==> config.mk <==
export PLATFORM = sky130hd
export DESIGN_NAME = heartbeat_watchdog_recovery
export DESIGN_NICKNAME = d
export VERILOG_FILES = /design/src/rtl/hbw_pkg.sv /design/src/rtl/hbw_core.sv /design/src/rtl/heartbeat_watchdog_recovery.sv
export SDC_FILE = /design/constraint.sdc
export NUM_CORES = 1
export LEC_CHECK = 0
export ABC_CLOCK_PERIOD_IN_PS = 11100
export BUFFER_PORTS_ARGS = -buffer_cell sky130_fd_sc_hd__clkbuf_2
export CAP_MARGIN = 20
export CORE_AREA = 2 2 125 127
export CTS_BUF_LIST = sky130_fd_sc_hd__clkbuf_8 sky130_fd_sc_hd__clkbuf_16
export DETAILED_ROUTE_END_ITERATION = 8
export DIE_AREA = 0 0 127 129
export GPL_TIMING_DRIVEN = 0
export HOLD_SLACK_MARGIN = 0.03
export PLACE_DENSITY_LB_ADDON = 0.08
export SLEW_MARGIN = 10
export SYNTH_ARGS = -nofsm -noshare
export SYNTH_HDL_FRONTEND = slang
export SYNTH_SLANG_ARGS = --single-unit
export TNS_END_PERCENT = 50
==> constraint.sdc <==
create_clock -name clk -period 11.1 [get_ports clk]
set_input_delay 1.11 -clock clk [delete_from_list [all_inputs] [get_ports clk]]
set_output_delay 1.11 -clock clk [all_outputs]
set_load 0.02 [all_outputs]
==> src/rtl/hbw_pkg.sv <==
// Package for the heartbeat watchdog: field widths, register indexes,
// phase and event codes and the configuration and result structs.
// No dependencies; every other file of the block imports it.
`timescale 1ns / 1ps
`default_nettype none

package hbw_pkg;

  // Width of the heartbeat word that is compared (8 to 64).
  localparam int HB_W       = 32;
  localparam int SAMPLE_W   = 32;
  localparam int MISS_W     = 10;
  localparam int THR_W      = 32;
  localparam int WIN_W      = 11;
  localparam int CNT_W      = 16;
  localparam int EV_W       = 3;
  localparam int CFG_IDX_W  = 2;
  localparam int CFG_DATA_W = 32;

  localparam int IN_FIELDS_W  = SAMPLE_W + 1;
  localparam int IN_TDATA_W   = ((IN_FIELDS_W + 7) / 8) * 8;
  localparam int OUT_FIELDS_W = 1 + CNT_W + EV_W;
  localparam int OUT_TDATA_W  = ((OUT_FIELDS_W + 7) / 8) * 8;

  localparam logic [MISS_W-1:0] MISS_LIMIT_RST = MISS_W'(50);
  localparam logic [THR_W-1:0]  PROOF_THR_RST  = THR_W'(1000000);
  localparam logic [WIN_W-1:0]  WIN_POLLS_RST  = WIN_W'(100);
  localparam logic              WIN_EN_RST     = 1'b1;

  typedef enum logic [CFG_IDX_W-1:0] {
    REG_MISS_LIMIT = 2'd0,
    REG_PROOF_THR  = 2'd1,
    REG_WIN_POLLS  = 2'd2,
    REG_WIN_EN     = 2'd3
  } cfg_idx_t;

  typedef enum logic [1:0] {
    PH_WAIT = 2'd0,
    PH_MON  = 2'd1,
    PH_LOST = 2'd2,
    PH_WIN  = 2'd3
  } phase_t;

  typedef enum logic [EV_W-1:0] {
    EV_NONE   = 3'd0,
    EV_ARMED  = 3'd1,
    EV_LOST   = 3'd2,
    EV_REC    = 3'd3,
    EV_PROVEN = 3'd4,
    EV_PASS   = 3'd5,
    EV_FAIL   = 3'd6
  } event_t;

  typedef struct packed {
    logic [MISS_W-1:0] miss_limit;
    logic [THR_W-1:0]  proof_threshold;
    logic [WIN_W-1:0]  window_polls;
    logic              window_en;
  } cfg_t;

  typedef struct packed {
    event_t           event_code;
    logic [CNT_W-1:0] recovery_count;
    logic             trip_flag;
  } res_t;

  // Low HB_W bits of the sign-extended sample.
  function automatic logic [HB_W-1:0] hb_word(input logic signed [SAMPLE_W-1:0] sample);
    logic signed [63:0] wide;
    wide = 64'(sample);
    return wide[HB_W-1:0];
  endfunction

endpackage

`default_nettype wire

==> src/rtl/hbw_core.sv <==
// Watchdog state and the per-poll update: phase, baseline, miss and
// window counters, recovery count and kill flag. Uses hbw_pkg.
// The state advances only on a step; the result is its combinational view.
`timescale 1ns / 1ps
`default_nettype none

module hbw_core (
  input  wire                               clk,
  input  wire                               rst_n,
  input  wire                               step,
  input  hbw_pkg::cfg_t                     cfg,
  input  wire signed [hbw_pkg::SAMPLE_W-1:0] sample,
  input  wire                               ready_seen,
  output hbw_pkg::res_t                     res
);
  import hbw_pkg::*;

  phase_t            phase_r,  phase_nxt;
  logic [HB_W-1:0]   last_r,   last_nxt;
  logic [MISS_W-1:0] miss_r,   miss_nxt;
  logic [CNT_W-1:0]  cnt_r,    cnt_nxt;
  logic [WIN_W-1:0]  win_r,    win_nxt;
  logic              done_r,   done_nxt;
  logic              kill_r,   kill_nxt;
  event_t            ev;

  logic [HB_W-1:0]    cur;
  logic signed [63:0] cur_wide;
  logic signed [63:0] thr_wide;
  logic               same;
  logic [MISS_W-1:0]  miss_inc;
  logic [WIN_W-1:0]   win_inc;
  logic               miss_hit;
  logic               proven;
  logic               fail;

  assign cur      = hb_word(sample);
  assign cur_wide = 64'(signed'(cur));
  assign thr_wide = 64'(signed'(cfg.proof_threshold));
  assign same     = (cur == last_r);
  assign miss_inc = (miss_r == '1) ? miss_r : miss_r + MISS_W'(1);
  assign win_inc  = (win_r == '1) ? win_r : win_r + WIN_W'(1);
  assign miss_hit = (miss_inc >= cfg.miss_limit);
  assign proven   = (cur_wide >= thr_wide);
  assign fail     = same && miss_hit;

  always_comb begin
    phase_nxt = phase_r;
    last_nxt  = last_r;
    miss_nxt  = miss_r;
    cnt_nxt   = cnt_r;
    win_nxt   = win_r;
    done_nxt  = done_r;
    kill_nxt  = kill_r;
    ev        = EV_NONE;
    unique case (phase_r)
      PH_WAIT: begin
        if (ready_seen) begin
          last_nxt  = cur;
          miss_nxt  = '0;
          phase_nxt = PH_MON;
          ev        = EV_ARMED;
        end
      end
      PH_MON: begin
        if (same) begin
          miss_nxt = miss_inc;
          if (miss_hit) begin
            kill_nxt  = 1'b1;
            phase_nxt = PH_LOST;
            ev        = EV_LOST;
          end
        end else begin
          miss_nxt = '0;
          last_nxt = cur;
        end
      end
      PH_LOST: begin
        if (!same) begin
          kill_nxt = 1'b0;
          ev       = EV_REC;
          if (proven) begin
            if (cnt_r != '1) cnt_nxt = cnt_r + CNT_W'(1);
            ev = EV_PROVEN;
          end
          last_nxt = cur;
          miss_nxt = '0;
          // Window only if enabled, the count is one and no window passed yet.
          if (!done_r && cnt_nxt == CNT_W'(1) && cfg.window_en) begin
            win_nxt   = '0;
            phase_nxt = PH_WIN;
          end else begin
            phase_nxt = PH_MON;
          end
        end
      end
      PH_WIN: begin
        if (same) begin
          miss_nxt = miss_inc;
        end else begin
          miss_nxt = '0;
          last_nxt = cur;
        end
        if (fail) begin
          ev = EV_FAIL;
        end else begin
          win_nxt = win_inc;
          if (win_inc >= cfg.window_polls) begin
            ev       = EV_PASS;
            done_nxt = 1'b1;
          end
        end
        if (ev == EV_FAIL || ev == EV_PASS) begin
          last_nxt  = cur;
          miss_nxt  = '0;
          win_nxt   = '0;
          phase_nxt = PH_MON;
        end
      end
    endcase
  end

  always_ff @(posedge clk) begin
    if (!rst_n) begin
      phase_r <= PH_WAIT;
      last_r  <= '0;
      miss_r  <= '0;
      cnt_r   <= '0;
      win_r   <= '0;
      done_r  <= 1'b0;
      kill_r  <= 1'b0;
    end else if (step) begin
      phase_r <= phase_nxt;
      last_r  <= last_nxt;
      miss_r  <= miss_nxt;
      cnt_r   <= cnt_nxt;
      win_r   <= win_nxt;
      done_r  <= done_nxt;
      kill_r  <= kill_nxt;
    end
  end

  assign res.trip_flag      = kill_nxt;
  assign res.recovery_count = cnt_nxt;
  assign res.event_code     = ev;

endmodule

`default_nettype wire

==> src/rtl/heartbeat_watchdog_recovery.sv <==
// Heartbeat-miss watchdog with recovery proof and a stability window.
// Usage:
//   Each request on the in_ stream is one poll tick: the sampled heartbeat
//   word and the ready flag. Every tick yields exactly one result on the out_
//   stream: the kill flag, the saturating recovery count and an event code.
//   Registers are written through the cfg_ port (index 0 miss limit, 1 proof
//   threshold, 2 window length, 3 window enable) while the block is idle.
// Path: an accepted tick passes the input register, then the result register,
//   which is loaded with the state update; out_ offers the result from there.
// Throughput: one tick per cycle while results are taken; the state update is
//   a single compare and counter step between the input and result registers.
// Reset (rst_n low, synchronous): both stages empty, watchdog waits for ready,
//   counters cleared, registers at 50, 1000000, 100 and 1.
// Stall: while a result is offered and not taken the result register holds;
//   an empty input register still takes one more tick, after which in_tready
//   falls until the result is taken.
// Depends on hbw_pkg and hbw_core.
`timescale 1ns / 1ps
`default_nettype none

module heartbeat_watchdog_recovery (
  input  wire                                  clk,
  input  wire                                  rst_n,
  // in_tdata: heartbeat_sample [31:0], ready_seen [32], zero fill [39:33]
  input  wire                                  in_tvalid,
  output logic                                 in_tready,
  input  wire  [hbw_pkg::IN_TDATA_W-1:0]       in_tdata,
  // out_tdata: trip_flag [0], recovery_count [16:1], event_code [19:17],
  // zero fill [23:20]
  output logic                                 out_tvalid,
  input  wire                                  out_tready,
  output logic [hbw_pkg::OUT_TDATA_W-1:0]      out_tdata,
  input  wire                                  cfg_wr_en,
  input  wire  [hbw_pkg::CFG_IDX_W-1:0]        cfg_index,
  input  wire  [hbw_pkg::CFG_DATA_W-1:0]       cfg_wdata
);
  import hbw_pkg::*;

  cfg_t                 cfg_r;
  logic                 s1_valid_r;
  logic [SAMPLE_W-1:0]  s1_sample_r;
  logic                 s1_ready_r;
  logic                 out_valid_r;
  res_t                 out_res_r;
  res_t                 res;
  logic                 out_free;
  logic                 step;
  logic                 in_acc;

  assign out_free  = !out_valid_r || out_tready;
  assign step      = s1_valid_r && out_free;
  assign in_tready = !s1_valid_r || out_free;
  assign in_acc    = in_tvalid && in_tready;

  always_ff @(posedge clk) begin
    if (!rst_n) begin
      cfg_r.miss_limit      <= MISS_LIMIT_RST;
      cfg_r.proof_threshold <= PROOF_THR_RST;
      cfg_r.window_polls    <= WIN_POLLS_RST;
      cfg_r.window_en       <= WIN_EN_RST;
    end else if (cfg_wr_en) begin
      unique case (cfg_idx_t'(cfg_index))
        REG_MISS_LIMIT: cfg_r.miss_limit      <= cfg_wdata[MISS_W-1:0];
        REG_PROOF_THR:  cfg_r.proof_threshold <= cfg_wdata[THR_W-1:0];
        REG_WIN_POLLS:  cfg_r.window_polls    <= cfg_wdata[WIN_W-1:0];
        REG_WIN_EN:     cfg_r.window_en       <= cfg_wdata[0];
      endcase
    end
  end

  always_ff @(posedge clk) begin
    if (!rst_n) begin
      s1_valid_r  <= 1'b0;
      out_valid_r <= 1'b0;
    end else begin
      if (in_acc) begin
        s1_valid_r <= 1'b1;
      end else if (step) begin
        s1_valid_r <= 1'b0;
      end
      if (step) begin
        out_valid_r <= 1'b1;
      end else if (out_tready) begin
        out_valid_r <= 1'b0;
      end
    end
  end

  always_ff @(posedge clk) begin
    if (in_acc) begin
      s1_sample_r <= in_tdata[SAMPLE_W-1:0];
      s1_ready_r  <= in_tdata[SAMPLE_W];
    end
    if (step) begin
      out_res_r <= res;
    end
  end

  hbw_core u_core (
    .clk        (clk),
    .rst_n      (rst_n),
    .step       (step),
    .cfg        (cfg_r),
    .sample     (signed'(s1_sample_r)),
    .ready_seen (s1_ready_r),
    .res        (res)
  );

  assign out_tvalid = out_valid_r;
  assign out_tdata  = OUT_TDATA_W'({out_res_r.event_code, out_res_r.recovery_count,
                                    out_res_r.trip_flag});

endmodule

`default_nettype wire

==> results of run 1 <==
## layout make-up
type                       instances  area (um2)  share of cell area [%]
inverter                          63       236.5                   2.210
buffer                            48       240.2                   2.245
clock inverter                    14       165.2                   1.544
clock buffer                      18       439.2                   4.105
multi-input combinational        720        4748                   44.38
tap                              188       235.2                   2.199
sequential                       182        4174                   39.01
timing repair buffer              92       460.4                   4.304
## cells in the final DEF, fill, tap and decap left out, types with 4 or more instances in the layout
cell type	Yosys	final
a21o_1	4	4
nor2b_1	7	7
nand2_1	164	164
o21a_1	7	7
a22oi_1	7	7
inv_6	0	4
inv_1	61	61
xnor2_1	56	56
buf_4	6	6
clkbuf_2	0	92
clkbuf_1	26	26
clkbuf_16	0	17
a21boi_0	4	4
or3_1	5	5
conb_1	1	4
buf_1	4	4
nand4_1	22	22
edfxtp_1	53	53
a22o_1	32	32
nor4_1	10	10
nand3_1	29	29
mux2_2	4	4
nor3_1	9	9
and3_1	10	10
nor3b_1	5	5
o211ai_1	16	16
a211oi_1	5	5
dfxtp_1	129	129
a31oi_1	11	11
nand2b_1	4	4
ha_1	62	62
a21oi_1	77	77
xor2_1	13	13
o21ai_0	17	17
inv_8	0	5
buf_2	8	8
nor2_1	61	61
mux2i_1	17	17
## metal layers
| layer | up-vias | GRT usage [%] | part of all wire [%] |
|---|---|---|---|
| met1 | 3428 | 36.78 | 47 |
| met5 | - | 0 | 0 |
| met4 | 0 | 10.80 | 3.0 |
| li1 | 3804 | - | - |
| met2 | 206 | 44.31 | 46 |
| met3 | 54 | 4.990 | 4.7 |
## report_power, final
part	internal (mW)	total [mW]	switching, mW
clock network	0.313	0.612	0.299
registers	0.708	0.724	0.0159
logic	0.0511	0.128	0.0771
## through the flow
| step | power, mW | area [um2] | utilization (%) | worst slack [ns] | hold slack [ns] |
|---|---|---|---|---|---|
| after floorplan | 0.8185 | 9398 | - | 7.307 | 0.4362 |
| after global placement | 0.8625 | 10090 | 67.39 | 6.502 | 0.4425 |
| after detailed placement | 0.8655 | 10090 | 67.40 | 6.410 | 0.4465 |
| after CTS | 1.471 | 10700 | 71.44 | 6.339 | 0.4560 |
| after global routing | 1.512 | 10700 | 71.44 | 5.931 | 0.4751 |
| final | 1.464 | 10700 | 71.44 | 6.235 | 0.4546 |
## logic make-up after synthesis
family,count (synthesis)
and+or+nand+nor,352
AOI/OAI and AO/OA,212
DFF,182
buffers and inverters,111
xor gates and xnor gates,69
adders and majority gates,62
muxes,21
other,1
## path summary, 6_finish.rpt
kind                                 start                              to  slack, ns  cells past startpoint
max          u_core.miss_r[2]$_SDFFE_PN0P_  u_core.last_r[21]$_SDFFE_PN0P_       6.23                     17
min                 cfg_r[52]$_SDFFE_PN0P_          cfg_r[52]$_SDFFE_PN0P_       0.45                      2
max reg2reg  u_core.miss_r[2]$_SDFFE_PN0P_  u_core.last_r[21]$_SDFFE_PN0P_       6.23                     17
min reg2reg         cfg_r[52]$_SDFFE_PN0P_          cfg_r[52]$_SDFFE_PN0P_       0.45                      2
## Yosys cell counts (8+ instances only)
cell type	n	share of area, %
nand3_1	29	1.5
nand2_1	164	6.6
buf_2	8	0.43
a31oi_1	11	0.73
a21oi_1	77	4.1
and3_1	10	0.67
o21ai_0	17	0.91
clkbuf_1	26	1.0
a22o_1	32	3.0
edfxtp_1	53	17
inv_1	61	2.4
nand4_1	22	1.5
nor3_1	9	0.48
mux2i_1	17	1.8
xnor2_1	56	5.2
ha_1	62	8.3
nor4_1	10	0.67
xor2_1	13	1.2
o211ai_1	16	1.3
dfxtp_1	129	28
nor2_1	61	2.4
## state kept, by name, summed over array words and instances, names as in the netlist
| register | count |
|---|---|
| s1_valid_r | 1 |
| out_tvalid | 1 |
| s1_sample_r | 32 |
| u_core.done_r | 1 |
| u_core.miss_r | 10 |
| u_core.last_r | 32 |
| u_core.phase_r | 2 |
| u_core.cnt_r | 16 |
| out_tdata | 20 |
| cfg_r | 54 |
| u_core.kill_r | 1 |
| u_core.win_r | 11 |
| s1_ready_r | 1 |
## critical path: stages (launching register included)
cell and delay (ns):
dfxtp_1 0.43, and3_1 0.24, and3_1 0.24, and3_1 0.21, nand3_1 0.31, and3_1 0.35, nand2_1 0.10, xnor2_1 0.17
ha_1 0.29, a21o_1 0.18, a211oi_1 0.21, o21ai_0 0.12, a211oi_1 0.34, o211a_1 0.32, o21ai_0 0.11, a21oi_1 0.52
clkbuf_1 0.43, a22o_1 0.20
==> results.md, run 1 <==
* Status: finished, final reports clean
* CTS resizes at 0
* Largest net degree at the start of global routing at 34
* Yosys reg bits at 182
* Pwr per Cell Area at 136.8 nW/um2
* Main combinational cell family by area after synthesis: simple AND/OR/NAND/NOR gates
* Area grow syn2layout at 13.98%
* Pins Over Slew Limit at 0
* Leakage power at 4.196 nW
* Grt total ovfl at 0
* Clock latency at the later pin of the worst-skew pair at 0.45 ns
* TritonCTS Buffers at 17
* Core region area at 14980 um2
* Layout cell share with drive strength beyond 1 at 14.95%
* Post-Synth XOR/XNOR Area at 6.438%
* Final non-filler cell total at 1325
* Fin crit period at 4.865 ns
* CP required at 11.48 ns
* Gate Count Post-Synth at 1010
* Cell Area, Synth at 9387 um2
* CTS tree: done
* Yosys warns at 0
* Max-cap violations at 0
* WP data arrival at 5.25 ns
* RSZ-0062 raised after global routing: no
* TritonRoute pass-1 iters at 5
* Synth cell types at 79
* Synth Flop Type: dfxtp_1
* Vias in the first global route at 7066
* PortBufs at 92
* Avg Vias per Cell at 5.654
* DRC Markers at 0
* Critical path capture point type: flip-flop
* Dpl hpwl at 16050 um
* Worst Setup Start Kind: flip-flop
* Final setup fails at 0
* Synth Area in Adders at 8.264%
* Wire length per cell at 16.15 um
* Die span in y at 129 um
* Starting Density at 62.67%
* GRT Total Usage at 27.38%
* Worst VDD drop at 0.0001218 V
* Crit Path Max Fanout at 10
* # H-tree levels at 4
* Hold crit path type: reg2reg
* Placed Instances at 1293
* Seq/Total Area, Yosys at 44.47%
* # hold bufs at CTS at 0
* Final GP Congestion at 0.9145
* First-pass GRT wire length at 35300 um
* Initial antenna violation count at 0
* Post-CTS setup buffer count at 0
* Slew @ Worst Pin at 0.9174 ns
* Drt total wl at 21400 um
* Ports at 105
* Slew margin rel. at 38.28%
* Setup TNS at 0 ns
* Final hold viol count at 0
* Via count at 7492
* Worst Skew at 0.01347 ns
* Asr flop ratio synth at 0%
* Post-route ant nets at 0
* Diode count at 0
* Clk slew on worst S/H paths at 0.07 ns
* Fmax at 205.5 MHz
* Multiplexer share of the synthesized area at 2.293%
* FP Rows at 45
* Fill cells at 1208
* Synth Area in Compound Gates at 15.58%
* Die width at 127 um
* Syn Area/Cell at 9.294 um2
* Kind of critical path: reg2reg
* Number of synthesized flops with an enable pin at 53
* 1st-iter DRT viols at 540
* Die ar. at 16380 um2
* Root buffer cell: clkbuf_16
* Clock sink total at 182
* Period utilization at 43.83%
* Simple-Gate Fraction of Synth Area at 17.84%
* Count of nets after finishing at 1265
* Clk buf depth at 2
Power figures use the tool's default switching activity.
==> inputs of run 2 (changes only) <==
- ABC_AREA: unset -> 1
- ABC_CLOCK_PERIOD_IN_PS: 11100 -> 4019
- CORE_AREA: 2 2 125 127 -> 2 2 137 139
- DIE_AREA: 0 0 127 129 -> 0 0 139 141
- clock period: 11.1 -> 4.02 ns (I/O delays scaled with it)
==> run 2 against run 1 <==
Net effect: sequential power rose to 2.8 times the previous value; first-iteration DRC count down 0.74%; combinational power rose to 4.5 times the previous value; register-to-register slack worse by 5.9 ns; critical path type unchanged.
==> results.md, run 2 <==
* WP data arrival at 3.95 ns (-1.30 ns)
* Yosys reg bits at 182 (unchanged)
* Met2 Track Usage GR at 43.22% (-1.1 points)
* Wire length per cell at 15.55 um (-3.7%)
* PortBufs at 93 (+1.1%)
* Top delay family on crit path: simple AND/OR/NAND/NOR gates
* Clk slew on worst S/H paths at 0.08 ns (about the same)
* Yosys warns at 0 (unchanged)
* Die ar. at 19600 um2 (+20%)
* CTS tree: done
* Hold crit path type: in2reg
* Dpl hpwl at 18020 um (+12%)
* Biggest regs: cfg_r x54, s1_sample_r x32, u_core.last_r x32
* 1st-iter DRT viols at 536 (-0.74%)
* Layout cell share with drive strength beyond 1 at 14.19% (-0.76 points)
* Count of nets after finishing at 1432 (+13%)
* Area grow syn2layout at 15.78%
* Worst hold start: in_tdata[27]
* Worst Skew at 0.01514 ns (+0.001677 ns)
* Synth cell types at 48 (-39%)
* Die span in y at 141 um (+9.3%)
* Crit Path Max Fanout at 7 (-3)
* Initial antenna violation count at 0 (unchanged)
* Slew @ Worst Pin at 0.7403 ns (-0.1771 ns)
* Setup TNS at 0 ns (unchanged)
* DRC Markers at 0 (unchanged)
* # hold bufs at CTS at 0 (unchanged)
* Worst Setup Start Kind: flip-flop
* Diode count at 0 (unchanged)
* R2R Path Start: u_core.miss_r[3]$_SDFFE_PN0P_
* Die width at 139 um (+9.4%)
* Critical path capture point type: flip-flop
* Ranking of synthesized cells by area: dfxtp_1 27%, edfxtp_1 17%, nand2_1 8.2%
* Final GP Congestion at 0.9134 (-0.12%)
* Critical path's slowest cell: dfxtp_1
* Clock sink total at 182 (unchanged)
* Crit path buf inv count at 2 (+1)
* Pwr per Cell Area at 394.5 nW/um2 (+190%)
* Post-synth top area cell: dfxtp_1
* Max-cap violations at 0 (unchanged)
* Vias in the first global route at 7870 (+11%)
* Placed inst area at 10390 um2 (+2.9%)
* Synth Flop Type: dfxtp_1
* Leakage power at 4.758 nW (+13%)
* Design Area, Final at 11100 um2 (+3.8%)
* Top-count cell post-synth: nand2_1
* Core region area at 18270 um2 (+22%)
* Cell Area, Synth at 9588 um2 (+2.1%)
* Avg Vias per Cell at 5.386 (-4.7%)
* TritonCTS Buffers at 17 (unchanged)
* Slew margin rel. at 50.65% (+12 points)
* Crit-path max cell delay at 0.39 ns (-0.13 ns)
* Seq/Total Area, Yosys at 43.53% (-0.93 points)
* Syn Area/Cell at 8.181 um2 (-12%)
* Most flop-heavy register: cfg_r
* First-pass GRT wire length at 38970 um (+10%)
* Synth top area share at 26.93% (-0.58 points)
* Commonest cells after routing, fill and taps aside: 207 x nand2_1, 139 x inv_1, 139 x a21oi_1, 128 x dfxtp_1, 95 x clkbuf_2
* Via count at 8284 (+11%)
* Cell mode on critical path: nand2_1
* Worst Setup SP: u_core.miss_r[3]$_SDFFE_PN0P_
* Met3 Track Usage GR at 4.212% (-0.78 points)
* Asr flop ratio synth at 0% (unchanged)
* Pins Over Slew Limit at 0 (unchanged)
* Gr busiest metal: met2
* Clock latency at the later pin of the worst-skew pair at 0.44 ns (about the same)
* TritonRoute pass-1 iters at 5 (unchanged)
* CP required at 4.28 ns (-7.20 ns)
* Largest net degree at the start of global routing at 30 (-12%)
* Cell chain of the critical path: nand2_1 -> nor4_4 -> nand2_1 -> nor3_2 -> nand2_2 -> nand3_1 -> nor2_1 -> xor2_1 -> ha_1 -> a21oi_1 -> o21ai_0 -> a211oi_1 -> o41ai_1 -> nand2_1 -> inv_1 -> or2_2 -> inv_1 -> nand2_1 -> a31oi_2
* Commonest non-fill, non-tap cell in the layout: nand2_1
* Root buffer cell: clkbuf_16
* Gate Count Post-Synth at 1172 (+16%)
* Final hold viol count at 0 (unchanged)
* Kind of critical path: reg2reg
* Final non-filler cell total at 1538 (+16%)
* Grt total ovfl at 0 (unchanged)
* Placed Instances at 1503 (+16%)
* Starting Density at 52.49% (-10 points)
* RSZ-0062 raised after global routing: no
* Drt total wl at 23920 um (+12%)
* # H-tree levels at 4 (unchanged)
* GRT Total Usage at 24.76% (-2.6 points)
* Final Total Pwr at 4.379 mW (+200%)
* Largest register FFs at 54 (unchanged)
* Post-route ant nets at 0 (unchanged)
* Ports at 105 (unchanged)
* Number of synthesized flops with an enable pin at 53 (unchanged)
* Fin crit period at 3.687 ns (-1.178 ns)
* Status: finished, final reports clean
* Worst VDD drop at 0.0003928 V (+220%)
* Fmax at 271.2 MHz (+32%)
* Met1 Track Usage GR at 30.86% (-5.9 points)
* FP Rows at 50 (+11%)
* Final setup fails at 0 (unchanged)
* Clk buf depth at 2 (unchanged)
* Top post-synthesis cells by count: 209 x nand2_1, 140 x a21oi_1, 138 x inv_1, 129 x dfxtp_1, 84 x o21ai_0
* Period utilization at 91.73% (+48 points)
[run 2: changes by cell type after synthesis, moves of 12 or more]
| cell | delta |
|---|---|
| nand2_1 | +45 |
| xor2_1 | +27 |
| xnor2_1 | -44 |
| a22o_1 | -31 |
| nand3_1 | +12 |
| o21ai_0 | +67 |
| o311ai_0 | +31 |
| a21oi_1 | +63 |
| mux2i_1 | -16 |
| inv_1 | +77 |
[run 2: cell families (layout without fill, tap and decap cells)]
family | after synthesis | in the layout | share of synthesized area (%)
AO/OA/AOI/OAI | 297 | 297 | 17.63
XOR/XNOR | 52 | 52 | 4.750
adder cells (fa/ha/maj) | 62 | 62 | 8.091
buffers and inverters | 196 | 325 | 8.156
flip-flops | 182 | 182 | 43.53
multiplexers | 1 | 1 | 0.1044
other | 1 | 4 | 0.03911
AND/OR/NAND/NOR | 381 | 381 | 17.70
[run 2: path summary, 6_finish.rpt]
path                                                   to  slack [ns]  cells after the start
worst max-delay path              out_tdata[17]$_DFFE_PP_        0.33                     19
worst min-delay path            s1_sample_r[27]$_DFFE_PP_        0.13                      1
worst max register to register    out_tdata[17]$_DFFE_PP_        0.33                     19
worst min register to register     cfg_r[10]$_SDFFE_PN0P_        0.46                      2
[run 2: final cells by class]
| type | instances | area [um2] |
|---|---|---|
| fillers | 1647 | 7167 |
| well taps | 234 | 292.8 |
| repair inverters | 1 | 7.507 |
| multi-input cells | 797 | 4710 |
| inverters | 143 | 540.5 |
| plain buffers | 53 | 246.5 |
| flip-flops and latches | 182 | 4175 |
| clock buffers | 17 | 425.4 |
| repair buffers | 96 | 508.0 |
| clock inverters | 15 | 195.2 |
[run 2: timing repair]
| item | 4_1_cts | 5_1_grt |
|---|---|---|
| pin swaps | 0 | 5 |
| cloned | 0 | 1 |
| buffers inserted | 0 | 2 |
| setup endpoints to repair | 24 | 25 |
| gates resized for setup | 5 | 10 |
[run 2: where the power goes]
part	switching, mW	internal (mW)	total [mW]
Clock	0.803	0.948	1.75
Sequential	0.0648	1.99	2.05
Combinational	0.374	0.204	0.577
Total	1.24	3.14	4.38
[run 2: per-stage QoR]
| stage | hold WS, ns | worst slack, ns | util, % |
|---|---|---|---|
| finish | 0.1278 | 0.3325 | 60.77 |
| global route | 0.1135 | 0.01761 | 60.77 |
| CTS | 0.1177 | 0.02394 | 60.40 |
| detailed placement | 0.4532 | -0.3666 | 56.86 |
| global placement | 0.4486 | -0.3086 | 56.70 |
| floorplan | 0.4353 | 0.6593 | - |
[run 2: layer usage]
layer | part of all wire [%] | routed length, um | vias to the layer above
met1 | 43 | 10280 | 3790
li1 | - | - | 4235
met5 | 0 | 0 | -
met4 | 3.1 | 750 | 0
met2 | 49 | 11750 | 217
met3 | 4.8 | 1140 | 42
==> inputs of run 3 (changes only) <==
- CELL_PAD_IN_SITES_DETAIL_PLACEMENT: unset -> 0
- CELL_PAD_IN_SITES_GLOBAL_PLACEMENT: unset -> 1
- CORE_AREA: 2 2 137 139 -> 2 2 158 160
- DIE_AREA: 0 0 139 141 -> 0 0 160 162
==> run 3 against run 2 <==
Net effect: sequential share of layout area decreased by 0.27 points; critical path depth is 1 higher; power decreased by 1.9%; combinational power up 1%; register-to-register slack worse by 0.02 ns; critical endpoint is now u_core.win_r[0]$_SDFFE_PN0P_; routed wire length rose by 8.5%; largest power group unchanged.
==> results.md, run 3 (synthesized netlist as in run 2, its figures left out) <==
* Crit Path Max Fanout at 7 (unchanged)
* Critical path's slowest cell: dfxtp_1
* Worst Skew at 0.02274 ns (+0.007597 ns)
* Clock sink total at 182 (unchanged)
* Hold crit path type: in2reg
* Top delay family on crit path: simple AND/OR/NAND/NOR gates
* First-pass GRT wire length at 41350 um (+6.1%)
* Core region area at 24110 um2 (+32%)
* CP required at 4.39 ns (+0.11 ns)
* Fin crit period at 3.708 ns (+0.02058 ns)
* Final cell utilization of the core at 46.40% (-14 points)
* Drt total wl at 25940 um (+8.5%)
* Status: finished, final reports clean
* Largest register FFs at 54 (unchanged)
* Root buffer cell: clkbuf_16
* Worst hold start: in_tdata[24]
* GRT Total Usage at 20.24% (-4.5 points)
* Die ar. at 25920 um2 (+32%)
* Layout cell share with drive strength beyond 1 at 14.62% (+0.44 points)
* Area grow syn2layout at 16.65%
* Dpl hpwl at 19570 um (+8.6%)
* TritonCTS Buffers at 17 (unchanged)
* # H-tree levels at 4 (unchanged)
* Commonest cells after routing, fill and taps aside: 207 x nand2_1, 139 x a21oi_1, 137 x inv_1, 127 x dfxtp_1, 95 x clkbuf_2
* Worst Setup SP: u_core.miss_r[3]$_SDFFE_PN0P_
* Slew margin rel. at 49.29% (-1.4 points)
* Crit-path max cell delay at 0.40 ns (about the same)
* Die width at 160 um (+15%)
* Clk slew on worst S/H paths at 0.08 ns (about the same)
* Kind of critical path: reg2reg
* Slew @ Worst Pin at 0.7606 ns (+0.02028 ns)
* Crit path buf inv count at 1 (-1)
* Worst VDD drop at 0.0001982 V (-50%)
* Die span in y at 162 um (+15%)
* Worst Setup Start Kind: flip-flop
* Wire length per cell at 15.92 um (+2.3%)
* Commonest non-fill, non-tap cell in the layout: nand2_1
* Largest net degree at the start of global routing at 34 (+13%)
* WP data arrival at 4.07 ns (+0.12 ns)
* Clock latency at the later pin of the worst-skew pair at 0.44 ns (about the same)
* Avg Vias per Cell at 4.990 (-7.4%)
* R2R Path Start: u_core.miss_r[3]$_SDFFE_PN0P_
* TritonRoute pass-1 iters at 5 (unchanged)
* DRC Markers at 0 (unchanged)
* PortBufs at 93 (unchanged)
* Max-cap violations at 0 (unchanged)
* Cell chain of the critical path: nand2_1 -> nor4_4 -> nand2_1 -> nor3_2 -> nand2_2 -> nand3_1 -> nor2_1 -> xor2_1 -> ha_1 -> a21oi_1 -> o21ai_0 -> a211oi_1 -> o41ai_2 -> nand2_1 -> buf_4 -> nand3_4 -> or2_2 -> nand3_1 -> nand2_1 -> nor2_1
* R2r setup slk at 0.31 ns (-0.02 ns)
* Final GP Congestion at 0.8402 (-8.0%)
* # hold bufs at CTS at 0 (unchanged)
* WHS Path Cells at 1 (unchanged)
* Final WS setup at 0.3120 ns (-0.02057 ns)
* Via count at 8133 (-1.8%)
* Cell mode on critical path: nand2_1
* Final setup fails at 0 (unchanged)
* Most flop-heavy register: cfg_r
* CTS tree: done
* Leakage power at 4.747 nW (-0.23%)
* FP Rows at 57 (+14%)
* Fmax at 269.7 MHz (-0.55%)
* Biggest regs: cfg_r x54, s1_sample_r x32, u_core.last_r x32
* Diode count at 0 (unchanged)
* Pins Over Slew Limit at 0 (unchanged)
* Pwr per Cell Area at 383.9 nW/um2 (-2.7%)
* Post-route ant nets at 0 (unchanged)
* Period utilization at 92.24% (+0.51 points)
* Worst R2R Path Depth at 20 (+1)
* 1st-iter DRT viols at 416 (-22%)
* Starting Density at 39.77% (-13 points)
* Reg2reg end: u_core.win_r[0]$_SDFFE_PN0P_
* Initial antenna violation count at 0 (unchanged)
* Count of nets after finishing at 1434 (+0.14%)
* Ports at 105 (unchanged)
* Pre-CTS WS at -0.5417 ns (-0.1751 ns)
* Hold Path End: s1_sample_r[24]$_DFFE_PP_
* Final hold viol count at 0 (unchanged)
* Clk buf depth at 2 (unchanged)
* Vias in the first global route at 7657 (-2.7%)
* Critical path capture point type: flip-flop
* Grt total ovfl at 0 (unchanged)
run 3: cell count changes in the layout (fill, tap and decap cells not counted), sizes merged:
cell    change
bufinv      -2
clkbuf      +1
inv         -1
buf         +2
clkinv      +2
run 3: where the power goes:
part / switching (mW) / internal, mW / leakage (nW)
combinational: 0.382 / 0.201 / 2.90
clock: 0.823 / 0.839 / 0.274
sequential: 0.0637 / 1.99 / 1.57
run 3: how the worst max path moves through the flow:
| stage | to | cells past startpoint | slack (ns) |
|---|---|---|---|
| finish | u_core.win_r[0]$_SDFFE_PN0P_ | 20 | 0.31 |
| global route | u_core.win_r[0]$_SDFFE_PN0P_ | 22 | -0.08 |
| CTS | u_core.win_r[8]$_SDFFE_PN0P_ | 25 | 0.01 |
| detailed placement | u_core.miss_r[4]$_SDFFE_PN0P_ | 23 | -0.54 |
| global placement | u_core.miss_r[4]$_SDFFE_PN0P_ | 23 | -0.52 |
| floorplan | u_core.miss_r[4]$_SDFFE_PN0P_ | 23 | 0.66 |
run 3: layout make-up:
cell class              instances  area [um2]
fillers                      2505       12920
multi-input cells             797        4730
flip-flops and latches        182        4177
inverters                     143       540.5
repair buffers                 98       503.0
clock buffers                  18       439.2
well taps                     324       405.4
plain buffers                  53       246.5
clock inverters                14       136.4
repair inverters                1       7.507
run 3: metal layers:
layer	part of all wire (%)	up-vias	GRT usage, %	routed length, um
met5	0	-	0	0
met4	1.6	0	5.774	427
met3	2.4	23	2.783	622
met2	48	132	34.65	12560
met1	48	3732	26.86	12330
li1	-	4246	-	-
run 3: repair_timing:
action                                  in CTS  in global routing
cloned                                       0                  1
endpoints found under the setup margin      25                 26
resized for setup                            5                 14
setup buffers                                0                  5
pin swaps                                    0                  6
run 3: worst register-to-register path: stages, from the launching register on:
cell and delay (ns):
dfxtp_1 0.40, nand2_1 0.15, nor4_4 0.31, nand2_1 0.11, nor3_2 0.17, nand2_2 0.15
nand3_1 0.15, nor2_1 0.06, xor2_1 0.21, ha_1 0.30, a21oi_1 0.15, o21ai_0 0.09
a211oi_1 0.26, o41ai_2 0.14, nand2_1 0.16, buf_4 0.15, nand3_4 0.14, or2_2 0.32
nand3_1 0.08, nand2_1 0.05, nor2_1 0.09
run 3: per-stage QoR:
stage	setup TNS [ns]	power [mW]	instances	cell area, um2	hold slack, ns
2_1_floorplan	0	2.465	1175	9599	0.4353
3_3_place_gp	-9.684	2.671	1592	10470	0.4497
3_5_place_dp	-10.13	2.673	1592	10470	0.4542
4_1_cts	0	4.346	1624	11070	0.1106
5_1_grt	-0.4055	4.490	1630	11180	0.1103
6_report	0	4.294	1630	11180	0.1272
